===== src/mad_pkg.sv =====
package mad_pkg;

	localparam int DELAY_W     = 24;
	localparam int RATE_W      = 19;
	localparam int INTERVAL_W  = 16;
	localparam int TENTHS_W    = 15;
	localparam int CMD_W       = 2;
	localparam int CFG_INDEX_W = 2;
	localparam int CFG_DATA_W  = 19;

	// The divider covers the widest dividend, the scaled average.
	localparam int SCALE_W   = 14;
	localparam int DIV_W     = DELAY_W + SCALE_W;
	localparam int DIV_CNT_W = $clog2(DIV_W + 1);

	localparam logic [SCALE_W-1:0]    TENTHS_SCALE = SCALE_W'(10000);
	localparam logic [TENTHS_W-1:0]   MAX_TENTHS   = '1;
	localparam logic [INTERVAL_W-1:0] TICK_MAX     = '1;

	localparam logic [RATE_W-1:0]     RESET_SAMPLE_RATE = RATE_W'(48000);
	localparam logic [INTERVAL_W-1:0] RESET_MIN_TICKS   = INTERVAL_W'(1000);
	localparam logic [TENTHS_W-1:0]   RESET_THRESHOLD   = TENTHS_W'(100);

	typedef enum logic [CMD_W-1:0] {
		CMD_SAMPLE = 2'd0,
		CMD_TICK   = 2'd1,
		CMD_CLEAR  = 2'd2,
		CMD_NOP    = 2'd3
	} cmd_t;

	typedef enum logic [CFG_INDEX_W-1:0] {
		REG_SAMPLE_RATE = 2'd0,
		REG_MIN_TICKS   = 2'd1,
		REG_THRESHOLD   = 2'd2
	} reg_index_t;

	// Datapath operation of one microcode step.
	typedef enum logic [3:0] {
		OP_NONE,
		OP_APPLY,
		OP_LOAD_AVG,
		OP_DIV,
		OP_SAVE_AVG,
		OP_MUL,
		OP_LOAD_CONV,
		OP_SAVE_TENTHS,
		OP_PUBLISH
	} op_t;

	// Jump condition: when it holds the step counter loads the target,
	// otherwise it moves on to the next step.
	typedef enum logic [2:0] {
		CND_NEXT,
		CND_WAIT_IN,
		CND_DIV_LOOP,
		CND_WAIT_OUT,
		CND_ALWAYS
	} cond_t;

	localparam int STEP_W = 4;
	typedef logic [STEP_W-1:0] step_t;

	localparam step_t STEP_IDLE        = 4'd0;
	localparam step_t STEP_APPLY       = 4'd1;
	localparam step_t STEP_LOAD_AVG    = 4'd2;
	localparam step_t STEP_DIV_AVG     = 4'd3;
	localparam step_t STEP_SAVE_AVG    = 4'd4;
	localparam step_t STEP_MUL         = 4'd5;
	localparam step_t STEP_LOAD_CONV   = 4'd6;
	localparam step_t STEP_DIV_CONV    = 4'd7;
	localparam step_t STEP_SAVE_TENTHS = 4'd8;
	localparam step_t STEP_WAIT_OUT    = 4'd9;
	localparam step_t STEP_PUBLISH     = 4'd10;

	typedef struct packed {
		op_t   op;
		cond_t cond;
		step_t target;
	} uword_t;

	// The control program.
	function automatic uword_t ucode(input step_t step);
		uword_t w;
		unique case (step)
			STEP_IDLE:        w = '{OP_NONE,        CND_WAIT_IN,  STEP_IDLE};
			STEP_APPLY:       w = '{OP_APPLY,       CND_NEXT,     STEP_IDLE};
			STEP_LOAD_AVG:    w = '{OP_LOAD_AVG,    CND_NEXT,     STEP_IDLE};
			STEP_DIV_AVG:     w = '{OP_DIV,         CND_DIV_LOOP, STEP_DIV_AVG};
			STEP_SAVE_AVG:    w = '{OP_SAVE_AVG,    CND_NEXT,     STEP_IDLE};
			STEP_MUL:         w = '{OP_MUL,         CND_NEXT,     STEP_IDLE};
			STEP_LOAD_CONV:   w = '{OP_LOAD_CONV,   CND_NEXT,     STEP_IDLE};
			STEP_DIV_CONV:    w = '{OP_DIV,         CND_DIV_LOOP, STEP_DIV_CONV};
			STEP_SAVE_TENTHS: w = '{OP_SAVE_TENTHS, CND_NEXT,     STEP_IDLE};
			STEP_WAIT_OUT:    w = '{OP_NONE,        CND_WAIT_OUT, STEP_WAIT_OUT};
			STEP_PUBLISH:     w = '{OP_PUBLISH,     CND_ALWAYS,   STEP_IDLE};
			default:          w = '{OP_NONE,        CND_ALWAYS,   STEP_IDLE};
		endcase
		return w;
	endfunction

endpackage


===== src/mad_ifs.sv =====
interface mad_in_if;
	import mad_pkg::*;
	logic               valid;
	logic               ready;
	logic [CMD_W-1:0]   command;
	logic [DELAY_W-1:0] delay_frames;
	modport source (output valid, command, delay_frames, input ready);
	modport sink (input valid, command, delay_frames, output ready);
endinterface

interface mad_out_if;
	import mad_pkg::*;
	logic                valid;
	logic                ready;
	logic [DELAY_W-1:0]  average_frames;
	logic [TENTHS_W-1:0] delay_tenths_ms;
	logic                published;
	logic [TENTHS_W-1:0] reported_value;
	modport source (output valid, average_frames, delay_tenths_ms, published,
		reported_value, input ready);
	modport sink (input valid, average_frames, delay_tenths_ms, published,
		reported_value, output ready);
endinterface

interface mad_cfg_if;
	import mad_pkg::*;
	logic                   valid;
	logic                   ready;
	logic [CFG_INDEX_W-1:0] index;
	logic [CFG_DATA_W-1:0]  data;
	modport source (output valid, index, data, input ready);
	modport sink (input valid, index, data, output ready);
endinterface


===== src/moving_average_delay_reporter.sv =====
// One transaction at a time: the input stands ready only in the idle step, so a new
// transaction is taken only after the program has published the previous result; the
// one shared divider, which retires one quotient bit a cycle, runs twice per item.
// Reset (arst_n low) restores the register defaults, empties the window, saturates
// the tick counter and zeroes the reported value; the window memory needs no sweep.
module moving_average_delay_reporter #(
	parameter int WINDOW_SIZE = 64
) (
	input logic      clk,
	input logic      arst_n,
	mad_in_if.sink   req,
	mad_out_if.source rsp,
	mad_cfg_if.sink  cfg
);
	import mad_pkg::*;

	localparam int SLOT_W    = $clog2(WINDOW_SIZE);
	localparam int SEEN_W    = $clog2(WINDOW_SIZE + 1);
	localparam int SUM_W     = DELAY_W + $clog2(WINDOW_SIZE);

	// Configuration registers. The user must write them only while the block is idle;
	// the block itself does not enforce this, and the port always stands ready.
	logic [RATE_W-1:0]     rate_q;
	logic [INTERVAL_W-1:0] min_ticks_q;
	logic [TENTHS_W-1:0]   threshold_q;

	assign cfg.ready = 1'b1;

	always_ff @(posedge clk or negedge arst_n) begin
		if (!arst_n) begin
			rate_q      <= RESET_SAMPLE_RATE;
			min_ticks_q <= RESET_MIN_TICKS;
			threshold_q <= RESET_THRESHOLD;
		end else if (cfg.valid) begin
			unique case (reg_index_t'(cfg.index))
				REG_SAMPLE_RATE: rate_q      <= cfg.data[RATE_W-1:0];
				REG_MIN_TICKS:   min_ticks_q <= cfg.data[INTERVAL_W-1:0];
				REG_THRESHOLD:   threshold_q <= cfg.data[TENTHS_W-1:0];
				default: ;
			endcase
		end
	end

	// Microcode sequencer: the step counter addresses the control store, and
	// the control word picks one datapath operation and a conditional jump.
	step_t  pc_q;
	uword_t uw;
	logic   in_accept;
	logic   out_take;
	logic   jump;

	logic                 out_valid_q;
	logic [DIV_CNT_W-1:0] div_cnt_q;

	assign uw        = ucode(pc_q);
	assign req.ready = (pc_q == STEP_IDLE);
	assign in_accept = req.valid && req.ready;
	assign out_take  = out_valid_q && rsp.ready;

	always_comb begin
		unique case (uw.cond)
			CND_NEXT:     jump = 1'b0;
			CND_WAIT_IN:  jump = !in_accept;
			CND_DIV_LOOP: jump = (div_cnt_q != DIV_CNT_W'(1));
			CND_WAIT_OUT: jump = out_valid_q && !rsp.ready;
			CND_ALWAYS:   jump = 1'b1;
			default:      jump = 1'b1;
		endcase
	end

	always_ff @(posedge clk or negedge arst_n) begin
		if (!arst_n) begin
			pc_q <= STEP_IDLE;
		end else begin
			pc_q <= jump ? uw.target : pc_q + 1'b1;
		end
	end

	// The accepted transaction is held for the whole run of the program.
	cmd_t               cmd_q;
	logic [DELAY_W-1:0] delay_q;

	always_ff @(posedge clk) begin
		if (in_accept) begin
			cmd_q   <= cmd_t'(req.command);
			delay_q <= req.delay_frames;
		end
	end

	// Window memory. Entries at or beyond the fill count have not been written
	// since the window was last emptied and count as zero: while the window is
	// filling, the write slot equals the fill count, so only a full window ever
	// overwrites a live entry. The read of the current slot is registered and is
	// settled well before the apply step uses it.
	logic [DELAY_W-1:0] window_mem [WINDOW_SIZE];
	logic [DELAY_W-1:0] old_rd_q;
	logic [SLOT_W-1:0]  slot_q;
	logic [SEEN_W-1:0]  seen_q;
	logic [SUM_W-1:0]   sum_q;
	logic               window_full;
	logic [DELAY_W-1:0] old_value;

	assign window_full = (seen_q == SEEN_W'(WINDOW_SIZE));
	assign old_value   = window_full ? old_rd_q : '0;

	always_ff @(posedge clk) begin
		old_rd_q <= window_mem[slot_q];
		if (uw.op == OP_APPLY && cmd_q == CMD_SAMPLE) begin
			window_mem[slot_q] <= delay_q;
		end
	end

	// Shared restoring divider, one quotient bit a cycle. The dividend shifts
	// out of the top of the quotient register as the quotient shifts in. A zero
	// divisor yields all ones, which the conversion turns into saturation.
	logic [RATE_W-1:0] rem_q;
	logic [RATE_W-1:0] dvs_q;
	logic [DIV_W-1:0]  quo_q;
	logic [DIV_W-1:0]  prod_q;
	logic [RATE_W:0]   rem_sh;
	logic [RATE_W:0]   rem_sub;
	logic              quo_bit;

	assign rem_sh  = {rem_q, quo_q[DIV_W-1]};
	assign quo_bit = (rem_sh >= {1'b0, dvs_q});
	assign rem_sub = quo_bit ? rem_sh - {1'b0, dvs_q} : rem_sh;

	always_ff @(posedge clk) begin
		unique case (uw.op)
			OP_LOAD_AVG: begin
				rem_q <= '0;
				dvs_q <= RATE_W'(seen_q);
				quo_q <= DIV_W'(sum_q);
			end
			OP_LOAD_CONV: begin
				rem_q <= '0;
				dvs_q <= rate_q;
				quo_q <= prod_q;
			end
			OP_DIV: begin
				rem_q <= rem_sub[RATE_W-1:0];
				quo_q <= {quo_q[DIV_W-2:0], quo_bit};
			end
			default: ;
		endcase
	end

	always_ff @(posedge clk or negedge arst_n) begin
		if (!arst_n) begin
			div_cnt_q <= '0;
		end else if (uw.op == OP_LOAD_AVG || uw.op == OP_LOAD_CONV) begin
			div_cnt_q <= DIV_CNT_W'(DIV_W);
		end else if (uw.op == OP_DIV) begin
			div_cnt_q <= div_cnt_q - 1'b1;
		end
	end

	// Average, its scaling by ten thousand, and the saturated conversion.
	logic [DELAY_W-1:0]  avg_q;
	logic [TENTHS_W-1:0] tenths_q;
	logic [TENTHS_W-1:0] tenths_sat;

	assign tenths_sat = (quo_q[DIV_W-1:TENTHS_W] != '0) ? MAX_TENTHS
		: quo_q[TENTHS_W-1:0];

	always_ff @(posedge clk) begin
		unique case (uw.op)
			OP_SAVE_AVG:    avg_q    <= (seen_q == '0) ? '0 : quo_q[DELAY_W-1:0];
			OP_MUL:         prod_q   <= DIV_W'(avg_q) * DIV_W'(TENTHS_SCALE);
			OP_SAVE_TENTHS: tenths_q <= tenths_sat;
			default: ;
		endcase
	end

	// Publish decision: enough ticks since the last report and a change of at
	// least the threshold. Only a sample transaction may publish.
	logic [INTERVAL_W-1:0] ticks_q;
	logic [TENTHS_W-1:0]   last_q;
	logic [TENTHS_W-1:0]   diff;
	logic                  publish;

	assign diff    = (tenths_q > last_q) ? tenths_q - last_q : last_q - tenths_q;
	assign publish = (cmd_q == CMD_SAMPLE) && (ticks_q >= min_ticks_q)
		&& (diff >= threshold_q);

	// Window bookkeeping, tick counter and reported value.
	always_ff @(posedge clk or negedge arst_n) begin
		if (!arst_n) begin
			slot_q  <= '0;
			seen_q  <= '0;
			sum_q   <= '0;
			ticks_q <= TICK_MAX;
			last_q  <= '0;
		end else if (uw.op == OP_APPLY) begin
			unique case (cmd_q)
				CMD_SAMPLE: begin
					sum_q  <= sum_q - SUM_W'(old_value) + SUM_W'(delay_q);
					slot_q <= (slot_q == SLOT_W'(WINDOW_SIZE - 1)) ? '0 : slot_q + 1'b1;
					if (!window_full) begin
						seen_q <= seen_q + 1'b1;
					end
				end
				CMD_TICK: begin
					if (ticks_q != TICK_MAX) begin
						ticks_q <= ticks_q + 1'b1;
					end
				end
				CMD_CLEAR: begin
					slot_q <= '0;
					seen_q <= '0;
					sum_q  <= '0;
				end
				CMD_NOP: ;
				default: ;
			endcase
		end else if (uw.op == OP_PUBLISH && publish) begin
			ticks_q <= '0;
			last_q  <= tenths_q;
		end
	end

	// Output register. The sequencer waits before the publish step until the
	// previous result transaction has been taken, so a result is never lost.
	logic [DELAY_W-1:0]  out_avg_q;
	logic [TENTHS_W-1:0] out_tenths_q;
	logic                out_pub_q;
	logic [TENTHS_W-1:0] out_rep_q;

	always_ff @(posedge clk or negedge arst_n) begin
		if (!arst_n) begin
			out_valid_q <= 1'b0;
		end else if (uw.op == OP_PUBLISH) begin
			out_valid_q <= 1'b1;
		end else if (out_take) begin
			out_valid_q <= 1'b0;
		end
	end

	always_ff @(posedge clk) begin
		if (uw.op == OP_PUBLISH) begin
			out_avg_q    <= avg_q;
			out_tenths_q <= tenths_q;
			out_pub_q    <= publish;
			out_rep_q    <= publish ? tenths_q : last_q;
		end
	end

	assign rsp.valid           = out_valid_q;
	assign rsp.average_frames  = out_avg_q;
	assign rsp.delay_tenths_ms = out_tenths_q;
	assign rsp.published       = out_pub_q;
	assign rsp.reported_value  = out_rep_q;

endmodule


===== src/flat_wrapper.sv =====
// flat-port wrapper written by rule: the top's interface ports become plain ports
module moving_average_delay_reporter_flat import mad_pkg::*;
#(
	parameter int WINDOW_SIZE = 64
)
  (clk, arst_n, req_valid, req_command, req_delay_frames, req_ready, rsp_valid, rsp_average_frames, rsp_delay_tenths_ms, rsp_published, rsp_reported_value, rsp_ready, cfg_valid, cfg_index, cfg_data, cfg_ready);
  mad_in_if req_i ();
  mad_out_if rsp_i ();
  mad_cfg_if cfg_i ();
  input logic clk;
  input logic arst_n;
  input wire logic [$bits(req_i.valid)-1:0] req_valid;
  input wire logic [$bits(req_i.command)-1:0] req_command;
  input wire logic [$bits(req_i.delay_frames)-1:0] req_delay_frames;
  output wire logic [$bits(req_i.ready)-1:0] req_ready;
  output wire logic [$bits(rsp_i.valid)-1:0] rsp_valid;
  output wire logic [$bits(rsp_i.average_frames)-1:0] rsp_average_frames;
  output wire logic [$bits(rsp_i.delay_tenths_ms)-1:0] rsp_delay_tenths_ms;
  output wire logic [$bits(rsp_i.published)-1:0] rsp_published;
  output wire logic [$bits(rsp_i.reported_value)-1:0] rsp_reported_value;
  input wire logic [$bits(rsp_i.ready)-1:0] rsp_ready;
  input wire logic [$bits(cfg_i.valid)-1:0] cfg_valid;
  input wire logic [$bits(cfg_i.index)-1:0] cfg_index;
  input wire logic [$bits(cfg_i.data)-1:0] cfg_data;
  output wire logic [$bits(cfg_i.ready)-1:0] cfg_ready;
  assign req_i.valid = req_valid;
  assign req_i.command = req_command;
  assign req_i.delay_frames = req_delay_frames;
  assign req_ready = req_i.ready;
  assign rsp_valid = rsp_i.valid;
  assign rsp_average_frames = rsp_i.average_frames;
  assign rsp_delay_tenths_ms = rsp_i.delay_tenths_ms;
  assign rsp_published = rsp_i.published;
  assign rsp_reported_value = rsp_i.reported_value;
  assign rsp_i.ready = rsp_ready;
  assign cfg_i.valid = cfg_valid;
  assign cfg_i.index = cfg_index;
  assign cfg_i.data = cfg_data;
  assign cfg_ready = cfg_i.ready;
  moving_average_delay_reporter #(.WINDOW_SIZE(WINDOW_SIZE)) u_core (.clk(clk), .arst_n(arst_n), .req(req_i), .rsp(rsp_i), .cfg(cfg_i));
endmodule

===== config.mk =====
export PLATFORM = sky130hd
export DESIGN_NAME = moving_average_delay_reporter_flat
export DESIGN_NICKNAME = d
export VERILOG_FILES = /design/src/mad_pkg.sv /design/src/mad_ifs.sv /design/src/moving_average_delay_reporter.sv /design/src/flat_wrapper.sv
export SDC_FILE = /design/constraint.sdc
export NUM_CORES = 2
export LEC_CHECK = 0
export BUFFER_PORTS_ARGS = -buffer_cell sky130_fd_sc_hd__buf_4
export CAP_MARGIN = 20
export CORE_MARGIN = 2
export CORE_UTILIZATION = 45
export CTS_CLUSTER_SIZE = 40
export DETAILED_ROUTE_END_ITERATION = 8
export PLACE_DENSITY_LB_ADDON = 0.15
export SETUP_SLACK_MARGIN = 0.02
export SLEW_MARGIN = 20
export SYNTH_ARGS = -nofsm -noshare
export SYNTH_HDL_FRONTEND = slang
export SYNTH_SLANG_ARGS = --single-unit

===== constraint.sdc =====
create_clock -name clk -period 11.6 [get_ports clk]
set_input_delay 1.74 -clock clk [delete_from_list [all_inputs] [get_ports clk]]
set_output_delay 1.74 -clock clk [all_outputs]
set_load 0.1 [all_outputs]

After elaboration in Yosys (flattened, before gate mapping):

Memory sizes are Yosys's and may differ from the RTL's. A register that Yosys moved wholly into a read port is not among the register bits.
Index checks and enable logic that the tools add are counted.

* register bits: 365
* memory bits (writable): 1536
* latch bits: 0
* input bits: 52
* logic and storage cells: 118
* output and inout bits: 58
* ROM bits: 176
* memories kept: 2

* div/mod/pow operators: 0
* eq/ne operators: 22
* shift operators: 0
* reduce and logical (&&, ||, !) cells: 31
* $add $sub $neg: 10
* $lt $le $gt $ge: 4
* mux-type cells: 24
* bitwise logic cells: 1
* multiply operators: 1

Memory list
* u_core.window_mem: words 64, bits a word 24, read ports 1, clocked after memory_dff 1, write ports 1, RTL line moving_average_delay_reporter.sv:95 `logic [DELAY_W-1:0] window_mem [WINDOW_SIZE];`
* (no name shown): words 16, bits a word 11, read ports 1, clocked after memory_dff 0, write ports 0, RTL line mad_pkg.sv:84 `unique case (step)`

Operators with widths (count)
* $pmux W38 S3: 1
* $pmux W19 S2: 2
* $mux W16: 4
* $pmux W30 S2: 1
* $mul A24 B10 Y34 const B: 1
* $add A30 B24 Y30: 1
* $mux W15: 2
* $sub A15 B15 Y15: 2
* $sub A30 B24 Y30: 1
* $mux W24: 1
* $reduce_bool A23 Y1: 1
* $ge A20 B19 Y1: 1
* $mux W19: 1
* $sub A19 B19 Y19: 1
* $mux W6: 3
* $add A16 B1 Y16 const B: 1
* $eq A4 B3 Y1 const B: 4
* $ge A16 B16 Y1: 1
* $ne A16 B16 Y1 const B: 1
* $ge A15 B15 Y1: 1
* $gt A15 B15 Y1: 1
* $pmux W7 S2: 1
* $pmux W6 S2: 1
* $reduce_bool A2 Y1: 6
* 31 further kinds: 53

Depth between registers and ports, before layout:

* depth in word-level cells: 7
* gate-level depth with buffers: 23
* gate-level depth less buffers: 21

Least setup slack after synthesis:

OpenSTA, ideal clock, no wires.

* path kind: register to register
* from: register u_core.avg_q[13]
* to: register u_core.prod_q[37] (data pin)
* required time: 11335 ps
* arrival time: 4331 ps
* library setup time: 265 ps
* slack: 7004 ps
* buffers on the path: 0
* clock period less this slack: 4596 ps
* cell stages (with the launch flop): 20
* cell sequence: edfxtp_1 -> inv_1 -> fa_1 -> inv_1 -> ha_1 -> fa_1 -> ha_1 -> inv_1 -> fa_1 -> inv_1 -> ha_1 -> nand2_1 -> nor2_1 -> a21oi_1 -> nand2_1 -> o31ai_2 -> a21oi_1 -> a221oi_1 -> o21ai_0 -> xor2_1

* cells in the longest elaborated chain, start to end: 1

RTL lines
* start, declared: RTL line moving_average_delay_reporter.sv:159 `logic [DELAY_W-1:0] avg_q;`
* start signal, assigned: RTL line moving_average_delay_reporter.sv:168 `OP_SAVE_AVG: avg_q <= (seen_q == '0) ? '0 : quo_q[DELAY_W-1:0];`
* $mul A24 B10 Y34: RTL line moving_average_delay_reporter.sv:169 `OP_MUL: prod_q <= DIV_W'(avg_q) * DIV_W'(TENTHS_SCALE);`
* end signal, assigned: RTL line moving_average_delay_reporter.sv:169
* end, declared: RTL line moving_average_delay_reporter.sv:119 `logic [DIV_W-1:0] prod_q;`

No other way between the ends.
A chain may end at the register's enable or synchronous reset.

Final worst setup path:

* from: register u_core.last_q[1]
* to: register u_core.last_q[14]

* cells in the longest elaborated chain, start to end: 6
* elaborated cells between the ends (all ways): 8
* classes of those cells: add/sub (2); order compare (2); mux (1); reduce/logical (3)

RTL lines
* start, declared: RTL line moving_average_delay_reporter.sv:178 `logic [TENTHS_W-1:0] last_q;`
* start signal, assigned: RTL line moving_average_delay_reporter.sv:218 `last_q <= tenths_q;`
* $sub A15 B15 Y15 or $gt A15 B15 Y1 (tied branches): RTL line moving_average_delay_reporter.sv:182 `assign diff = (tenths_q > last_q) ? tenths_q - last_q : last_q - tenths_q;`
* $mux W15 *: RTL line moving_average_delay_reporter.sv:182
* $ge A15 B15 Y1 *: RTL line moving_average_delay_reporter.sv:184 `&& (diff >= threshold_q);`
* $logic_and A1 B1 Y1 *: RTL line moving_average_delay_reporter.sv:184
* $logic_and A1 B1 Y1 *: RTL line moving_average_delay_reporter.sv:216 `end else if (uw.op == OP_PUBLISH && publish) begin`
* $reduce_and A2 Y1 (no source line) *

Every way passes the cells marked *; elsewhere a longest branch is shown, timed or not.

==> impl_results.md <==
- Fraction of synthesized area in multiplexers: under 10%
- Synthesized Nets: 5,418
- Combined area of all synthesized cells: ~79,000 µm²
- Clock buffer count from CTS: just under 200
- Total count of hold-check failures in the final report: 0
- Transition time at the pin with the least slew margin: 1.206 ns
- Xor/xnor share of the synthesized area: less than 1%
- Total wire length after detailed routing: 229,000 µm
- Width of the die: between 400 and 500 µm
- Initial core utilization: a little under half
- Global placement routability congestion: 0.8766
- Reg clk slew, reported paths: 0.06 ns
- Commonest cells after routing, fill and taps aside: sky130_fd_sc_hd__edfxtp_1, sky130_fd_sc_hd__a22oi_1, sky130_fd_sc_hd__inv_1
- Clock sinks: slightly below 2,000
- Final design area excluding fillers: 89,700 µm²
- Share of the synthesized area in compound gates (AO/OA/AOI/OAI): between 10% and 20%
- Post-route antenna net violation count: 0
- Gates resized, CTS repair: 0
- Setup-violating endpoint count in the final report: 0
- Clk buf depth: 3
- Fraction of final layout cells with drive strength greater than 1: between 10 and 15%
- CTS tree: built
- Setup Crit Path Kind: flip-flop to flip-flop
- Number of flip-flops and latches in the synthesized netlist: 1,925
- Setup fix buffers added after clock tree synthesis: 0
- Worst IR Drop VDD: about 0.14 mV
- Number of I/O port buffers: approximately 110
- GRT met1 Usage: about a third
- Number of antenna violations at the first check in global routing: 6
- Detailed-route vias per instance: between 5 and 6
- Area fraction in and, or, nand and nor cells after synthesis: between 4 and 5%
- Via count of the first global-routing pass: around 46,000
- DR vias: 46,540
- Data required time of the critical path: 12.31 ns
- Post-route setup TNS: 0 ns
- Cells after synthesis: 5,064
- GRT Residual Overflow: 0
- Final clock period utilization by the worst path: 47.90%
- Share of synthesized cell area in full adder, half adder and majority cells: approximately 5.6%
- Placeable core area: between 150,000 and 200,000 µm²
- Num ports: between 100 and 150
- 1st-iter DRT viols: about 5,200
- GRT Total Usage: about 25%
- Min-delay worst type: flip-flop to flip-flop
- Main combinational cell family by area after synthesis: compound AO/OA/AOI/OAI gates
- Timing-limited maximum frequency: 0.1800 GHz
- Count of synthesis-stage warnings from yosys: 0
- Seq/Total Area, Yosys: between 70% and 80%
- CP Max Fanout: 27
- Number of maximum-capacitance violations: 0
- Remaining routing DRC violations: 0
- Global-route wire length before repair: 330,700 µm
- Number of flops mapped to enable cells by yosys: roughly 1,800
- Floorplan die area: 179,500 µm²
- GR peak layer: met2
- Mean cell area of the mapped netlist: around 16 µm²
- Area added between synthesis and finish: 13.15%
- Sort of element at the start of the critical path: flip-flop
- Hold-fix buffer count after cts: 0
- Largest net degree at the start of global routing: 95
- Placed instance area: 83,380 µm²
- Cell at the root of the clock tree: sky130_fd_sc_hd__clkbuf_16
- Data arrival at the endpoint of the critical path: 6.27 ns
- Most common library cell in the layout ignoring fill and taps: sky130_fd_sc_hd__edfxtp_1
- Max-slew violation count: 0
- Tightest hold margin: approximately 0.48 ns
- Top FF cell, synth: sky130_fd_sc_hd__edfxtp_1
- Worst-Skew Late Latency: around 0.86 ns
- Post-DP HPWL: between 100,000 and 150,000 µm
- Unique cell type count in the Yosys netlist: 98
- Placement Rows: roughly 150
- Leakage power of the design: ~31 nW
- Headroom to the max-slew limit: a little under a fifth
- M3 GR Usage: 3.634%
- Outcome: complete, no violations
- Final-stage net count: 5,624
- Die height: around 420 µm
- Share of async-settable or async-resettable flops after synthesis: approximately 7.0%
- GR Util met2: 41.43%
- Number of search-and-repair iterations in the first detailed-routing pass: 7
- Cell Pwr Density: around 150 nW/µm²
- H-tree levels: 4
- Critical Path Sink Type: flip-flop
- Setup skew after layout: 0.05115 ns
- Routed wire per std cell: ~29 µm
- RSZ-0062 raised after global routing: no
- Min Clock Period, post-route: approximately 5.6 ns
## path summary, 6_finish.rpt
| path | from | endpoint | slack (ns) | depth (start not counted) |
|---|---|---|---|---|
| setup / recovery | u_core.last_q[1] | u_core.last_q[14] | 6.04 | 19 |
| hold / removal | u_core.sum_q[17] | u_core.sum_q[17] | 0.48 | 2 |
| setup reg to reg | u_core.last_q[1] | u_core.last_q[14] | 6.04 | 19 |
| hold reg to reg | u_core.sum_q[17] | u_core.sum_q[17] | 0.48 | 2 |
| max in group asynchronous | arst_n | u_core.threshold_q[9] | 9.17 | 2 |
| min in group asynchronous | arst_n | u_core.threshold_q[12] | 0.93 | 1 |
## cell families (layout without fill, tap and decap cells)
group	count (synthesis)	after routing
AO/OA/AOI/OAI	1400	1400
other	1	3
XOR/XNOR	85	85
flip-flops	1925	1925
buffers and inverters	582	958
multiplexers	80	80
AND/OR/NAND/NOR	689	689
adder cells (fa/ha/maj)	302	302
## per-stage QoR
stage | utilization (%) | power [mW] | setup slack (ns) | instances
after floorplan | - | 7.728 | 7.004 | 5064
after global placement | 47.50 | 7.781 | 6.084 | 7410
after detailed placement | 47.50 | 7.784 | 6.085 | 7410
after CTS | 51.08 | 13.89 | 6.067 | 7779
after global routing | 51.10 | 14.16 | 5.631 | 7780
final | 51.10 | 13.80 | 6.043 | 7782
## power by group
group,switching (mW),internal (mW)
clock network,2.74,3.43
registers,0.0187,7.51
logic,0.0554,0.0558
## sequential cells by signal (all words and copies together), names as in the netlist, 7 cells and up
signal,count
u_core.min_ticks_q,16
u_core.ticks_q,16
u_core.rem_q,19
u_core.dvs_q,19
u_core.quo_q,38
u_core.sum_q,30
u_core.tenths_q,15
u_core.delay_q,24
u_core.prod_q,34
u_core.old_rd_q,24
u_core.rate_q,19
u_core.rsp.reported_value,15
u_core.rsp.delay_tenths_ms,15
u_core.seen_q,7
u_core.avg_q,24
u_core.window_mem,1536
u_core.last_q,15
u_core.rsp.average_frames,24
u_core.threshold_q,15
## routing by layer
layer  up-vias  wire (µm)
met1     23860      95900
li1      20510          -
met5         -         26
met3       335      15370
met2      1831     109700
met4         4       8028
## synthesized netlist by cell type (all sizes together) (60+ instances only)
master,count,share of area (%)
a221oi,154,1.7
a22oi,477,4.5
nand3,60,0.38
a22o,158,1.7
o21ai,120,0.78
ha,216,3.4
a21oi,130,0.83
fa,86,2.2
clkbuf,125,0.60
mux2,60,0.85
dfrtp,103,3.3
nand2,131,0.62
nand4,73,0.58
edfxtp,1766,67
a31oi,143,1.1
buf,135,0.91
nor2,141,0.68
inv,321,1.5
## worst max-delay path, cell delays in order (launching register included)
cell                       delay, ns
sky130_fd_sc_hd__dfrtp_1        0.47
sky130_fd_sc_hd__inv_1          0.10
sky130_fd_sc_hd__ha_1           0.35
sky130_fd_sc_hd__nor2b_1        0.15
sky130_fd_sc_hd__o21a_1         0.18
sky130_fd_sc_hd__a311o_1        0.40
sky130_fd_sc_hd__o21ai_2        0.17
sky130_fd_sc_hd__a211oi_1       0.13
sky130_fd_sc_hd__o21ai_4        0.58
sky130_fd_sc_hd__nor2_1         0.10
sky130_fd_sc_hd__a32oi_1        0.21
sky130_fd_sc_hd__xor2_1         0.30
sky130_fd_sc_hd__ha_1           0.23
sky130_fd_sc_hd__nor2_1         0.05
sky130_fd_sc_hd__nor3_1         0.19
sky130_fd_sc_hd__nand3_1        0.12
sky130_fd_sc_hd__nor4_1         0.36
sky130_fd_sc_hd__o22ai_2        0.14
sky130_fd_sc_hd__nor2_4         0.76
sky130_fd_sc_hd__mux2_2         0.41
## area by class of cell
| type | instances | area, µm² |
|---|---|---|
| tap | 2340 | 2928 |
| fill | 14680 | 85830 |
| clock inverter | 114 | 1070 |
| timing repair buffer | 267 | 2158 |
| clock buffer | 255 | 5219 |
| multi-input combinational | 2557 | 20180 |
| antenna | 2 | 5.005 |
| inverter | 322 | 1209 |
| sequential | 1925 | 56930 |
Power figures use the tool's default switching activity.
